$ cat config.mk
export PLATFORM = sky130hd
export DESIGN_NAME = hlc_queue
export DESIGN_NICKNAME = d
export VERILOG_FILES = /design/src/hlc_pkg.sv /design/src/hlc_queue.sv
export SDC_FILE = /design/constraint.sdc
export NUM_CORES = 1
export LEC_CHECK = 0
export ABC_CLOCK_PERIOD_IN_PS = 1990
export BUFFER_PORTS_ARGS = -buffer_cell sky130_fd_sc_hd__buf_2
export CAP_MARGIN = 40
export CORE_ASPECT_RATIO = 0.6
export CORE_MARGIN = 2
export CORE_UTILIZATION = 30
export DETAILED_ROUTE_END_ITERATION = 12
export GPL_ROUTABILITY_DRIVEN = 0
export PLACE_DENSITY = 0.51
export SLEW_MARGIN = 20
export SYNTH_ARGS = -nofsm -noshare
export SYNTH_HDL_FRONTEND = slang
export SYNTH_SLANG_ARGS = --single-unit
$ cat constraint.sdc
create_clock -name clk -period 1.99 [get_ports clk]
set_input_delay 0.0995 -clock clk [delete_from_list [all_inputs] [get_ports clk]]
set_output_delay 0.0995 -clock clk [all_outputs]
set_load 0.02 [all_outputs]
$ cat src/hlc_pkg.sv
// Shared types, constants and the log2 table for the rectify, dB and lowpass block.
// Used by every module of the block; depends on nothing else.
package hlc_pkg;

  localparam int CH_W       = 6;
  localparam int SAMPLE_W   = 16;
  localparam int LEVEL_W    = 23;
  localparam int POLE_W     = 16;
  localparam int NSTG_W     = 3;
  localparam int MAX_STAGES = 4;
  localparam int STG_W      = 2;
  localparam int MEM_W      = 48;
  localparam int MEM_DEPTH  = 256;
  localparam int ADDR_W     = 8;
  localparam int LG_W       = 20;
  localparam int CFG_IDX_W  = 2;
  localparam int CFG_DATA_W = 16;

  localparam logic [CFG_IDX_W-1:0] REG_LOG_EN  = 2'd0;
  localparam logic [CFG_IDX_W-1:0] REG_LP_EN   = 2'd1;
  localparam logic [CFG_IDX_W-1:0] REG_POLE    = 2'd2;
  localparam logic [CFG_IDX_W-1:0] REG_STAGES  = 2'd3;

  localparam logic [18:0] DB_PER_LOG2 = 19'd394566;
  localparam logic [LEVEL_W-1:0] LEVEL_MAX = '1;
  localparam logic [MEM_W-1:0]   MEM_MAX   = '1;

  typedef struct packed {
    logic [CH_W-1:0]    ch;
    logic [LEVEL_W-1:0] x;
  } q_item_t;

  typedef struct packed {
    logic              lp_en;
    logic [POLE_W-1:0] pole;
    logic [NSTG_W-1:0] stages;
  } lp_cfg_t;

  // log2(1+i/16) in Q.16, rounded
  function automatic logic [16:0] log2_tab(input logic [4:0] i);
    logic [16:0] v;
    case (i)
      5'd0:    v = 17'd0;
      5'd1:    v = 17'd5732;
      5'd2:    v = 17'd11136;
      5'd3:    v = 17'd16248;
      5'd4:    v = 17'd21098;
      5'd5:    v = 17'd25711;
      5'd6:    v = 17'd30109;
      5'd7:    v = 17'd34312;
      5'd8:    v = 17'd38336;
      5'd9:    v = 17'd42196;
      5'd10:   v = 17'd45904;
      5'd11:   v = 17'd49472;
      5'd12:   v = 17'd52911;
      5'd13:   v = 17'd56229;
      5'd14:   v = 17'd59434;
      5'd15:   v = 17'd62534;
      5'd16:   v = 17'd65536;
      default: v = 17'd0;
    endcase
    return v;
  endfunction

endpackage

$ cat src/hlc_queue.sv
// Two-entry queue between the front and the back of the block.
// Depends on hlc_pkg for the entry type.
module hlc_queue (
  input  logic            clk,
  input  logic            rst_n,
  input  logic            push,
  input  hlc_pkg::q_item_t push_data,
  output logic            full,
  input  logic            pop,
  output logic            not_empty,
  output hlc_pkg::q_item_t pop_data
);
  import hlc_pkg::*;

  q_item_t    ent_r [2];
  logic       wp_r, wp_nxt, rp_r, rp_nxt;
  logic [1:0] cnt_r, cnt_nxt;

  assign full      = (cnt_r == 2'd2);
  assign not_empty = (cnt_r != 2'd0);
  assign pop_data  = ent_r[rp_r];

  always_comb begin
    wp_nxt  = push ? ~wp_r : wp_r;
    rp_nxt  = pop ? ~rp_r : rp_r;
    cnt_nxt = cnt_r + {1'b0, push} - {1'b0, pop};
  end

  always_ff @(posedge clk) begin
    if (!rst_n) begin
      wp_r  <= 1'b0;
      rp_r  <= 1'b0;
      cnt_r <= 2'd0;
    end else begin
      wp_r  <= wp_nxt;
      rp_r  <= rp_nxt;
      cnt_r <= cnt_nxt;
    end
  end

  always_ff @(posedge clk) begin
    if (push) begin
      ent_r[wp_r] <= push_data;
    end
  end

endmodule

==> reports/results.ini <==
[layout]
nets = 250
layout.cells.most_common = buf_2
drive_gt1_share_pct = 50.9
area_delta_synth_final_pct = 45.2
nFillCells = 679
diodes = 0
final_cell_mix = buf_2 (63), edfxtp_1 (58), dlygate4sd3_1 (29)
fin_util_pct = 46.0

[yosys]
yosysUniqueCellTypes = 14
syn_area_sq_um = 2360
synth-seq-cells = 63
synth_nets = 146
synth.yosys.seq_area_share_pct = 78.0
synthCells = 111
yosys_warnings = 0
syn_area_per_cell_sq_um = 21.3

[hold_path]
hold_path.class = input pin to register
holdPathStages = 2
holdPathEnd = wp_r$_SDFFE_PN0P_
worstHoldStart = rst_n

[worst_setup_path]
timing.rr.end = ent_r[0][15]$_DFFE_PP_
regToRegStartpoint = wp_r$_SDFFE_PN0P_
cpPeakStageDelay_ps = 380
path_delay_family = buffers and inverters
critPathMaxFanout = 16
critical_path_arrival_ps = 1440
rr_worst_depth = 2
slowest_stage = mux2_2
critPathLaunchType = register
crit_type = register to output port
endpoint_kind = output port
path_buf_inv = 2
path_cells = buf_4 > mux2_2 > buf_2
crit_required_ps = 1890
reg2reg_slack_ps = 750

[outcome]
status = complete, no violations

[pwr]
leakage_nw = 1.35
seq_power_share_pct = 43.3
power_frac_comb_pct = 12.9
p_sw_mw = 0.740
total_power_mw = 3.59
intPower_mw = 2.85
power_density_nw_per_um2 = 1050
ir_drop_uv = 456
switching_share_pct = 20.6
pwr-share-clk_pct = 43.8

[timing]
drv_slew = 0
hold_viol_final = 0
whs_ps = 36.3
skew_ps = 7.04
fin_crit_sh_pct = 77.4
timing.fmax_mhz = 650
rsz0062_at_grt = no
worst_pin_slew_ps = 441
period_minus_slack_ps = 1540
setup_slack_ps = 450
setup_viol = 0
fin_tns_setup_ps = 0
relSlewSlack_pct = 70.5

[route]
drtIter0Drc = 41
drt_first_pass_iters = 4
ant_nets = 0
wl_microns = 4220
vias = 1287
avgViaCountPerCell = 3.97
routedWlPerCell_microns = 13.0
drc = 0

[grt]
antenna_found_initial = 0
grt_pass1_wl_microns = 6620
gr-total-overflow = 0
grt_max_degree = 30
track_usage_pct = 10.5
grt_pass1_vias = 1424

[floorplan]
dieWidth_microns = 119
start_util_pct = 31.7
io_pins = 64
rows = 24
die_h_microns = 72.7
coreArea_sq_um = 7450
dieArea_sq_um = 8620

[placement]
portBuffers = 63
detailed_place_hpwl_microns = 2910
place_ws_ps = 729

[clock_tree]
cts_tree = built
clkSinkCount = 63
clk_transition_reported_paths_ps = 50
post_cts_buffers = 0
cts_buffers = 9
h-tree-depth = 3
worstSkewPairLatency_ps = 320
cts_root_buf = clkbuf_16
cts_max_path_buffers = 2

[job]
cap_violations = 0

cell type report:
type / instances / area (sq um) / share of cell area [%]
sequential: 63 / 1840 / 53.7
multi-input combinational: 43 / 492 / 14.3
clock inverter: 5 / 75.1 / 2.19
tap: 104 / 130 / 3.80
clock buffer: 11 / 233 / 6.79
timing repair buffer: 96 / 648 / 18.9
inverter: 2 / 7.51 / 0.219
flip-flops by register name, summed over array words and instances, names as in the netlist, named ones only:
register and count:
ent_r 58, cnt_r 2, rp_r 1, wp_r 1
worst max path at each step:
stage                           start                     to  slack [ps]  depth (start not counted)
finish                       register            pop_data[5]         450                          3
global route                 register            pop_data[5]         380                          3
CTS                          register            pop_data[5]         420                          3
detailed placement  wp_r$_SDFFE_PN0P_  ent_r[0][0]$_DFFE_PP_         730                          2
global placement    wp_r$_SDFFE_PN0P_  ent_r[0][1]$_DFFE_PP_         770                          2
floorplan           wp_r$_SDFFE_PN0P_  ent_r[0][0]$_DFFE_PP_         480                          1
power by group through the flow:
stage          registers [mW]  clock network (mW)  logic [mW]
2_1_floorplan            1.57                   0       0.281
3_3_place_gp             1.58                   0       0.414
3_5_place_dp             1.58                   0       0.425
4_1_cts                  1.56                1.61       0.470
5_1_grt                  1.56                1.69       0.500
6_report                 1.55                1.57       0.462
synthesized netlist by cell type, drive strengths merged:
| library cell | n | share of area, % |
|---|---|---|
| inv | 2 | 0.32 |
| xnor3 | 1 | 0.95 |
| ha | 2 | 1.1 |
| and2 | 4 | 1.1 |
| buf | 3 | 1.2 |
| nor2b | 4 | 1.1 |
| or2 | 1 | 0.27 |
| xor2 | 1 | 0.37 |
| edfxtp | 58 | 74 |
| dfxtp | 5 | 4.2 |
| o21a | 1 | 0.32 |
| mux2 | 29 | 15 |
what timing repair did:
action | 4_1_cts | 5_1_grt
endpoints found under the hold margin | 57 | 0
endpoints found under the setup margin | 0 | 0
gates resized for setup | 0 | 0
hold buffers | 29 | 0
metrics by stage:
stage	instances	cell area [sq um]
after floorplan	111	2360
after global placement	279	2830
after detailed placement	279	2830
after CTS	324	3430
after global routing	324	3430
final	324	3430
kinds of logic (layout without fill, tap and decap cells):
kind of cell / Yosys count / count (layout) / share of synthesized area (%)
buf+inv: 5 / 114 / 1.48
compound gates: 1 / 1 / 0.318
xor+xnor: 2 / 2 / 1.32
fa+ha+maj: 2 / 2 / 1.06
flops: 63 / 63 / 78.0
mux: 29 / 29 / 15.4
simple gates: 9 / 9 / 2.38
per-layer routing:
layer / global-route usage, % / share of wire, % / vias up
met4: 2.78 / 0 / 0
met1: 11.9 / 46 / 605
met2: 16.8 / 46 / 46
met5: 0 / 0 / -
met3: 6.64 / 8.0 / 0
li1: - / - / 636
No activity file was read; power rests on OpenSTA's default activity.
