### src/hlc_pkg.sv
// Shared types, constants and the log2 table for the rectify, dB and lowpass block.
// Used by every module of the block; depends on nothing else.
package hlc_pkg;

  localparam int CH_W       = 6;
  localparam int SAMPLE_W   = 16;
  localparam int LEVEL_W    = 23;
  localparam int POLE_W     = 16;
  localparam int NSTG_W     = 3;
  localparam int MAX_STAGES = 4;
  localparam int STG_W      = 2;
  localparam int MEM_W      = 48;
  localparam int MEM_DEPTH  = 256;
  localparam int ADDR_W     = 8;
  localparam int LG_W       = 20;
  localparam int CFG_IDX_W  = 2;
  localparam int CFG_DATA_W = 16;

  localparam logic [CFG_IDX_W-1:0] REG_LOG_EN  = 2'd0;
  localparam logic [CFG_IDX_W-1:0] REG_LP_EN   = 2'd1;
  localparam logic [CFG_IDX_W-1:0] REG_POLE    = 2'd2;
  localparam logic [CFG_IDX_W-1:0] REG_STAGES  = 2'd3;

  localparam logic [18:0] DB_PER_LOG2 = 19'd394566;
  localparam logic [LEVEL_W-1:0] LEVEL_MAX = '1;
  localparam logic [MEM_W-1:0]   MEM_MAX   = '1;

  typedef struct packed {
    logic [CH_W-1:0]    ch;
    logic [LEVEL_W-1:0] x;
  } q_item_t;

  typedef struct packed {
    logic              lp_en;
    logic [POLE_W-1:0] pole;
    logic [NSTG_W-1:0] stages;
  } lp_cfg_t;

  // log2(1+i/16) in Q.16, rounded
  function automatic logic [16:0] log2_tab(input logic [4:0] i);
    logic [16:0] v;
    case (i)
      5'd0:    v = 17'd0;
      5'd1:    v = 17'd5732;
      5'd2:    v = 17'd11136;
      5'd3:    v = 17'd16248;
      5'd4:    v = 17'd21098;
      5'd5:    v = 17'd25711;
      5'd6:    v = 17'd30109;
      5'd7:    v = 17'd34312;
      5'd8:    v = 17'd38336;
      5'd9:    v = 17'd42196;
      5'd10:   v = 17'd45904;
      5'd11:   v = 17'd49472;
      5'd12:   v = 17'd52911;
      5'd13:   v = 17'd56229;
      5'd14:   v = 17'd59434;
      5'd15:   v = 17'd62534;
      5'd16:   v = 17'd65536;
      default: v = 17'd0;
    endcase
    return v;
  endfunction

endpackage

### src/hlc_front.sv
// Front end: takes samples, rectifies them and forms the linear or dB value.
// Depends on hlc_pkg; feeds hlc_queue.
module hlc_front (
  input  logic                           clk,
  input  logic                           rst_n,
  input  logic                           log_en,
  input  logic                           in_valid,
  output logic                           in_ready,
  input  logic [hlc_pkg::CH_W-1:0]       in_ch,
  input  logic [hlc_pkg::SAMPLE_W-1:0]   in_sample,
  output logic                           push,
  input  logic                           q_full,
  output hlc_pkg::q_item_t               push_data
);
  import hlc_pkg::*;

  logic               s1_vld_r, s1_vld_nxt;
  logic [CH_W-1:0]    s1_ch_r;
  logic [LG_W-1:0]    s1_lg_r;
  logic [LEVEL_W-1:0] s1_lin_r;
  logic               s1_log_r;

  logic [14:0] v, m;
  logic [3:0]  e;
  logic [13:0] f;
  logic [16:0] t0, t1, frac;
  logic [22:0] dprod;
  logic [LG_W-1:0] lg;
  logic [39:0] dbp;
  logic        acc;

  assign acc      = in_valid && in_ready;
  assign push     = s1_vld_r && !q_full;
  assign in_ready = !s1_vld_r || !q_full;

  // log2 of the clamped sample: leading one, normalise, table with interpolation
  always_comb begin
    v = (in_sample[14:0] == 15'd0) ? 15'd1 : in_sample[14:0];
    e = 4'd0;
    for (int b = 0; b < 15; b++) begin
      if (v[b]) begin
        e = 4'(b);
      end
    end
    m     = v << (4'd14 - e);
    f     = m[13:0];
    t0    = log2_tab({1'b0, f[13:10]});
    t1    = log2_tab({1'b0, f[13:10]} + 5'd1);
    dprod = {6'd0, t1 - t0} * {13'd0, f[9:0]};
    frac  = t0 + {4'd0, dprod[22:10]};
    lg    = {e, 16'd0} + {3'd0, frac};
  end

  assign dbp = {20'd0, s1_lg_r} * {21'd0, DB_PER_LOG2} + 40'd8388608;
  assign push_data.ch = s1_ch_r;
  assign push_data.x  = s1_log_r ? {7'd0, dbp[39:24]} : s1_lin_r;

  always_comb begin
    s1_vld_nxt = s1_vld_r;
    if (push) begin
      s1_vld_nxt = 1'b0;
    end
    if (acc) begin
      s1_vld_nxt = 1'b1;
    end
  end

  always_ff @(posedge clk) begin
    if (!rst_n) begin
      s1_vld_r <= 1'b0;
    end else begin
      s1_vld_r <= s1_vld_nxt;
    end
  end

  always_ff @(posedge clk) begin
    if (acc) begin
      s1_ch_r  <= in_ch;
      s1_lg_r  <= lg;
      s1_log_r <= log_en && !in_sample[15];
      s1_lin_r <= in_sample[15] ? '0 : {in_sample[14:0], 8'd0};
    end
  end

endmodule

### config.mk
export PLATFORM = sky130hd
export DESIGN_NAME = hlc_front
export DESIGN_NICKNAME = d
export VERILOG_FILES = /design/src/hlc_pkg.sv /design/src/hlc_front.sv
export SDC_FILE = /design/constraint.sdc
export NUM_CORES = 1
export LEC_CHECK = 0
export BUFFER_PORTS_ARGS = -buffer_cell sky130_fd_sc_hd__buf_2
export CORE_ASPECT_RATIO = 1.4
export CORE_MARGIN = 4
export CORE_UTILIZATION = 66
export DETAILED_ROUTE_END_ITERATION = 8
export GPL_TIMING_DRIVEN = 0
export PLACE_DENSITY = 0.9
export SKIP_CTS_REPAIR_TIMING = 1
export SYNTH_ARGS = -nofsm -noshare
export SYNTH_HDL_FRONTEND = slang
export SYNTH_SLANG_ARGS = --single-unit
### constraint.sdc
create_clock -name clk -period 15.75 [get_ports clk]
set_clock_uncertainty 0.05 [all_clocks]
set_input_delay 1.575 -clock clk [delete_from_list [all_inputs] [get_ports clk]]
set_output_delay 1.575 -clock clk [all_outputs]
set_load 0.05 [all_outputs]
==> run metrics, run 1 <==
via count 12410; first-pass GRT wire length 63900 um; worst setup path start in_sample[11]; CP startpoint kind input pin; critical path fanouts, max 13; number of enable flip-flop cells after synthesis 42; Least-Margin Pin Slew 1.24 ns; GRT overflow 0; Yosys top cell area share 24.8%; Total GRT Usage 32.4%; CTS clock-pin slew for the worst setup and hold paths 0.07 ns; largest family of logic cells by synthesized area adder cells; # port buffers 55; Setup Viol. Count Final 0; die area 24500 um2; max-slew violation count 0; minimum clock period 15.22 ns; cell area after synthesis 14500 um2; Seq cells post-synth 43; WP data arrival 15.20 ns; Most common cell on crit path ha_1; Seq/Total Area, Yosys 8.81%; count leader, synth inv_1; fraction of synthesized area in multiplexers 2.13%; post-synthesis compound-gate area fraction 12.1%; layout cells sized above 1 8.79%; Die H 184 um; area delta synth->final 7.23%; largest net degree at the start of global routing 40; final antenna diode count 0; root buf cell clkbuf_16; CTS tree yes; asr flop ratio synth 0%; number of global-route vias before repair 13308; FILL cells 1563; wire per inst 19.5 um; Avg Inst Size Synth 8.83 um2; Initial Util 66.8%; routability cong. 1.03; Top-Level Pins 58; nets 2183; simple-gate area share of the yosys netlist 15.6%; relative slew slack 16.2%; Synth top cells by count inv_1, ha_1, fa_1, nor2_1, nand2_1; fmax 0.0657 GHz; DRC errors left 0; CP endpoint kind register; drt total wl 39400 um; drt via density 6.16; Adder-Cell Fraction of Synth Area 47.2%; RR Startpoint s1_vld_r; Crit path max-delay family adder cells; syn_nets 2114; worst setup path class input pin to register; Max-Cap Viols 0; biggest area consumer among synthesized cells fa_1; unique cell type count in the Yosys netlist 96; clk sinks 43; final hold violations 0; Core Area 21800 um2; run status completed; DR iter-0 viols 923; TritonCTS Buffers 5; critical path's largest stage delay 0.56 ns; Area contributors post-synth fa_1, ha_1, edfxtp_1; initial antenna violation count 0; Final HPWL DP 32000 um; Skew-Pair Late Insertion Delay 0.30 ns; TritonRoute pass-1 iters 5; worst hold path type register to register; synthesized instance count 1647; Required @ worst endpoint 15.73 ns; Bufs on Longest Clock Path 2; ys flop type edfxtp_1; part of the cycle the worst path needs 96.6%; post-synthesis xor/xnor area fraction 5.10%; htree depth 2; Synth Warn # 0; Die W 133 um; CP max stage cell fa_1; # rows 64; CP bufs+invs 12; hold_ws 0.480 ns; Post-DRT Antenna Nets 0; HP Start s1_vld_r
worst paths after layout:
path / end / slack (ns) / cells after the start
max reg2reg: s1_lg_r[10] / 14.50 / 3
min: s1_vld_r / 0.48 / 2
min reg2reg: s1_vld_r / 0.48 / 2
max: s1_lg_r[18] / 0.53 / 59
worst min-delay path, cell delays in order, from the launching register on:
cell and delay, ns:
dfxtp_1 0.32, a21oi_1 0.12, nor2b_1 0.05
layer usage:
layer | routed length (um) | global-route usage, % | part of all wire, % | vias to the layer above
li1 | - | - | - | 5613
met1 | 13600 | 33.9 | 35 | 5991
met2 | 20500 | 59.9 | 52 | 572
met3 | 1830 | 3.59 | 4.6 | 234
met4 | 3360 | 23.5 | 8.5 | 0
met5 | 0 | 0 | 0 | -
sequential cells by signal (all words and copies together), names as in the netlist:
signal and cells:
s1_log_r 1, s1_lin_r 15, s1_lg_r 20, s1_ch_r 6
s1_vld_r 1
placed cells by master (no fill, tap or decap), drive strengths merged, types with 4 or more instances in the layout:
cell	count
mux2i	11
a21oi	69
inv	297
nand2	123
nand3	22
o211ai	9
nor2	151
or3	19
xnor2	47
ha	260
edfxtp	42
nand2b	19
nor2b	38
o21bai	5
and2	21
a21o	29
nor3	27
o311a	4
nor4	9
o21ai	43
and3	8
a2111oi	4
buf	77
mux4	6
a211oi	14
o31ai	7
fa	180
mux2	5
o2111ai	6
or2	8
nand4	9
a31oi	4
clkbuf	36
xor2	29
o21a	14
metrics by stage:
| stage | worst slack [ns] | setup TNS (ns) | std cells | util (%) | instance area, um2 |
|---|---|---|---|---|---|
| after floorplan | 1.43 | 0 | 1647 | - | 14500 |
| after global placement | -0.944 | -4.09 | 1999 | 69.7 | 15200 |
| after detailed placement | -1.17 | -6.20 | 2001 | 69.9 | 15200 |
| after CTS | -0.922 | -3.83 | 2009 | 70.8 | 15400 |
| after global routing | -0.0511 | -0.0511 | 2014 | 71.6 | 15600 |
| final | 0.528 | 0 | 2014 | 71.6 | 15600 |
area by class of cell:
cell class	instances	area (um2)	area share, %
inverter	298	1130	7.22
buffer	44	209	1.34
clock buffer	5	125	0.803
tap	297	372	2.38
sequential	43	1280	8.22
timing repair buffer	64	355	2.28
multi-input combinational	1260	12100	77.3
clock inverter	3	71.3	0.457
kinds of logic after synthesis:
kind of cell | Yosys count
and+or+nand+nor | 468
DFF | 43
xor gates and xnor gates | 79
muxes | 22
AOI/OAI and AO/OA | 251
buffers and inverters | 344
adders and majority gates | 440
Power of run 1 is left out: the tool's default activity adds up to more than one toggle a clock period on the data nets, which glitch-free logic cannot reach.
==> inputs of run 2 (changes only) <==
Settings changed: PLACE_DENSITY 0.9 to 0.92.
==> run metrics, run 2 (same netlist as run 1, synthesis figures left out) <==
part of the cycle the worst path needs 96.7% (was 96.6%); max reg flops 20 (unchanged); # port buffers 55 (unchanged); CTS tree yes (unchanged); # rows 64 (unchanged); DR iter-0 viols 828 (was 923); routability cong. 1.01 (was 1.03); minimum clock period 15.24 ns (was 15.22 ns); Setup Viol. Count Final 0 (unchanged); die area 24500 um2 (unchanged); final cell count without fillers 2010 (was 2014); Initial Util 66.8% (unchanged); clk sinks 43 (unchanged); initial antenna violation count 0 (unchanged); internal reg-to-reg setup slack 14.11 ns (was 14.50 ns); Die W 133 um (unchanged); final hold violations 0 (unchanged); area delta synth->final 6.78% (was 7.23%); number of global-route vias before repair 13420 (was 13308); Bufs on Longest Clock Path 2 (unchanged); DRC errors left 0 (unchanged); worst hold path type register to register (unchanged); Least-Margin Pin Slew 0.978 ns (was 1.24 ns); CP startpoint kind input pin (unchanged); Final HPWL DP 33500 um (was 32000 um); root buf cell clkbuf_16 (unchanged); Required @ worst endpoint 15.71 ns (was 15.73 ns); commonest non-fill, non-tap cell in the layout inv_1 (unchanged); nets 2179 (was 2183); Max-Cap Viols 0 (unchanged); drt via density 6.18 (was 6.16); Total GRT Usage 33.1% (was 32.4%); CP max stage cell fa_1 (unchanged); HP Start s1_vld_r (unchanged); RR Startpoint s1_vld_r (unchanged); Placed Cells 2000 (was 2001); run status completed (unchanged); FILL cells 1592 (was 1563); critical path fanouts, max 12 (was 13); Worst Hold End s1_vld_r (unchanged); top flop regs s1_lg_r (20), s1_lin_r (15), s1_ch_r (6) (unchanged); TritonRoute pass-1 iters 5 (unchanged); CP endpoint kind register (unchanged); Die H 184 um (unchanged); htree depth 2 (unchanged); drt total wl 39700 um (was 39400 um); max-slew violation count 0 (unchanged); fmax 0.0656 GHz (was 0.0657 GHz); via count 12421 (was 12410); RR Endpoint s1_lg_r[15] (was s1_lg_r[10]); WP data arrival 15.20 ns (about the same); critical path's largest stage delay 0.58 ns (was 0.56 ns); commonest non-fill, non-tap cells in the layout inv_1, ha_1, fa_1 (unchanged); relative slew slack 34.1% (was 16.2%); TritonCTS Buffers 5 (unchanged); largest net degree at the start of global routing 43 (was 40); worst setup path class input pin to register (unchanged); wire per inst 19.7 um (was 19.5 um); Post-DRT Antenna Nets 0 (unchanged); GRT overflow 0 (unchanged); final antenna diode count 0 (unchanged); layout cells sized above 1 8.41% (was 8.79%); Top-Level Pins 58 (unchanged); Hold Path Stages 2 (unchanged); first-pass GRT wire length 64800 um (was 63900 um); Skew-Pair Late Insertion Delay 0.29 ns (was 0.30 ns); Reg with most FFs s1_lg_r (unchanged); CTS clock-pin slew for the worst setup and hold paths 0.07 ns (about the same); Core Area 21800 um2 (unchanged); Worst R2R Path Depth 2 (was 3)
-- run 2: cell count changes in the layout (fill, tap and decap cells not counted), moves of 2 or more --
cell       before  now
a2111oi_0       3    1
a21oi_2         6    4
nor3_2          3    1
buf_4          11    7
nor3_1         24   26
-- run 2: metal layers --
layer | track usage [%] | routed length (um) | up-vias
met5 | 0 | 0 | -
met2 | 63.0 | 21000 | 593
met3 | 3.53 | 2100 | 262
li1 | - | - | 5596
met4 | 23.8 | 3700 | 0
met1 | 33.0 | 12900 | 5970
-- run 2: worst max path at each step --
| stage | start | to | slack [ns] |
|---|---|---|---|
| 4_1_cts | in_sample[11] | s1_lg_r[18] | -1.00 |
| 3_3_place_gp | in_sample[11] | s1_lg_r[18] | -1.03 |
| 6_report | in_sample[11] | s1_lg_r[18] | 0.51 |
| 2_1_floorplan | in_sample[9] | s1_lg_r[18] | 1.43 |
| 3_5_place_dp | in_sample[11] | s1_lg_r[18] | -1.25 |
| 5_1_grt | in_sample[11] | s1_lg_r[18] | -0.03 |
-- run 2: cell type report --
class	count	area, um2	area share [%]
clock buffer	5	125	0.806
sequential	43	1280	8.25
multi-input combinational	1260	12100	77.6
inverter	298	1130	7.25
tap	297	372	2.39
clock inverter	3	46.3	0.298
timing repair buffer	60	310	2.00
buffer	44	210	1.35
-- run 2: critical path: cells and delay by family --
kind | cells | cell delay (ns)
and+or+nand+nor | 12 | 2.84
muxes | 1 | 0.26
buffers and inverters | 10 | 1.24
AOI/OAI and AO/OA | 18 | 3.85
adders and majority gates | 11 | 4.48
xor gates and xnor gates | 3 | 0.89
-- run 2: stage by stage --
step | TNS [ns] | hold slack (ns) | worst slack [ns] | instance area [um2] | utilization (%)
after floorplan | 0 | 0.437 | 1.43 | 14500 | -
after global placement | -4.96 | 0.455 | -1.03 | 15200 | 69.7
after detailed placement | -6.95 | 0.482 | -1.25 | 15200 | 69.8
after CTS | -4.40 | 0.497 | -1.00 | 15400 | 70.6
after global routing | -0.0332 | 0.552 | -0.0332 | 15500 | 71.3
final | 0 | 0.502 | 0.514 | 15500 | 71.3
Power of run 2 is left out for the same reason.
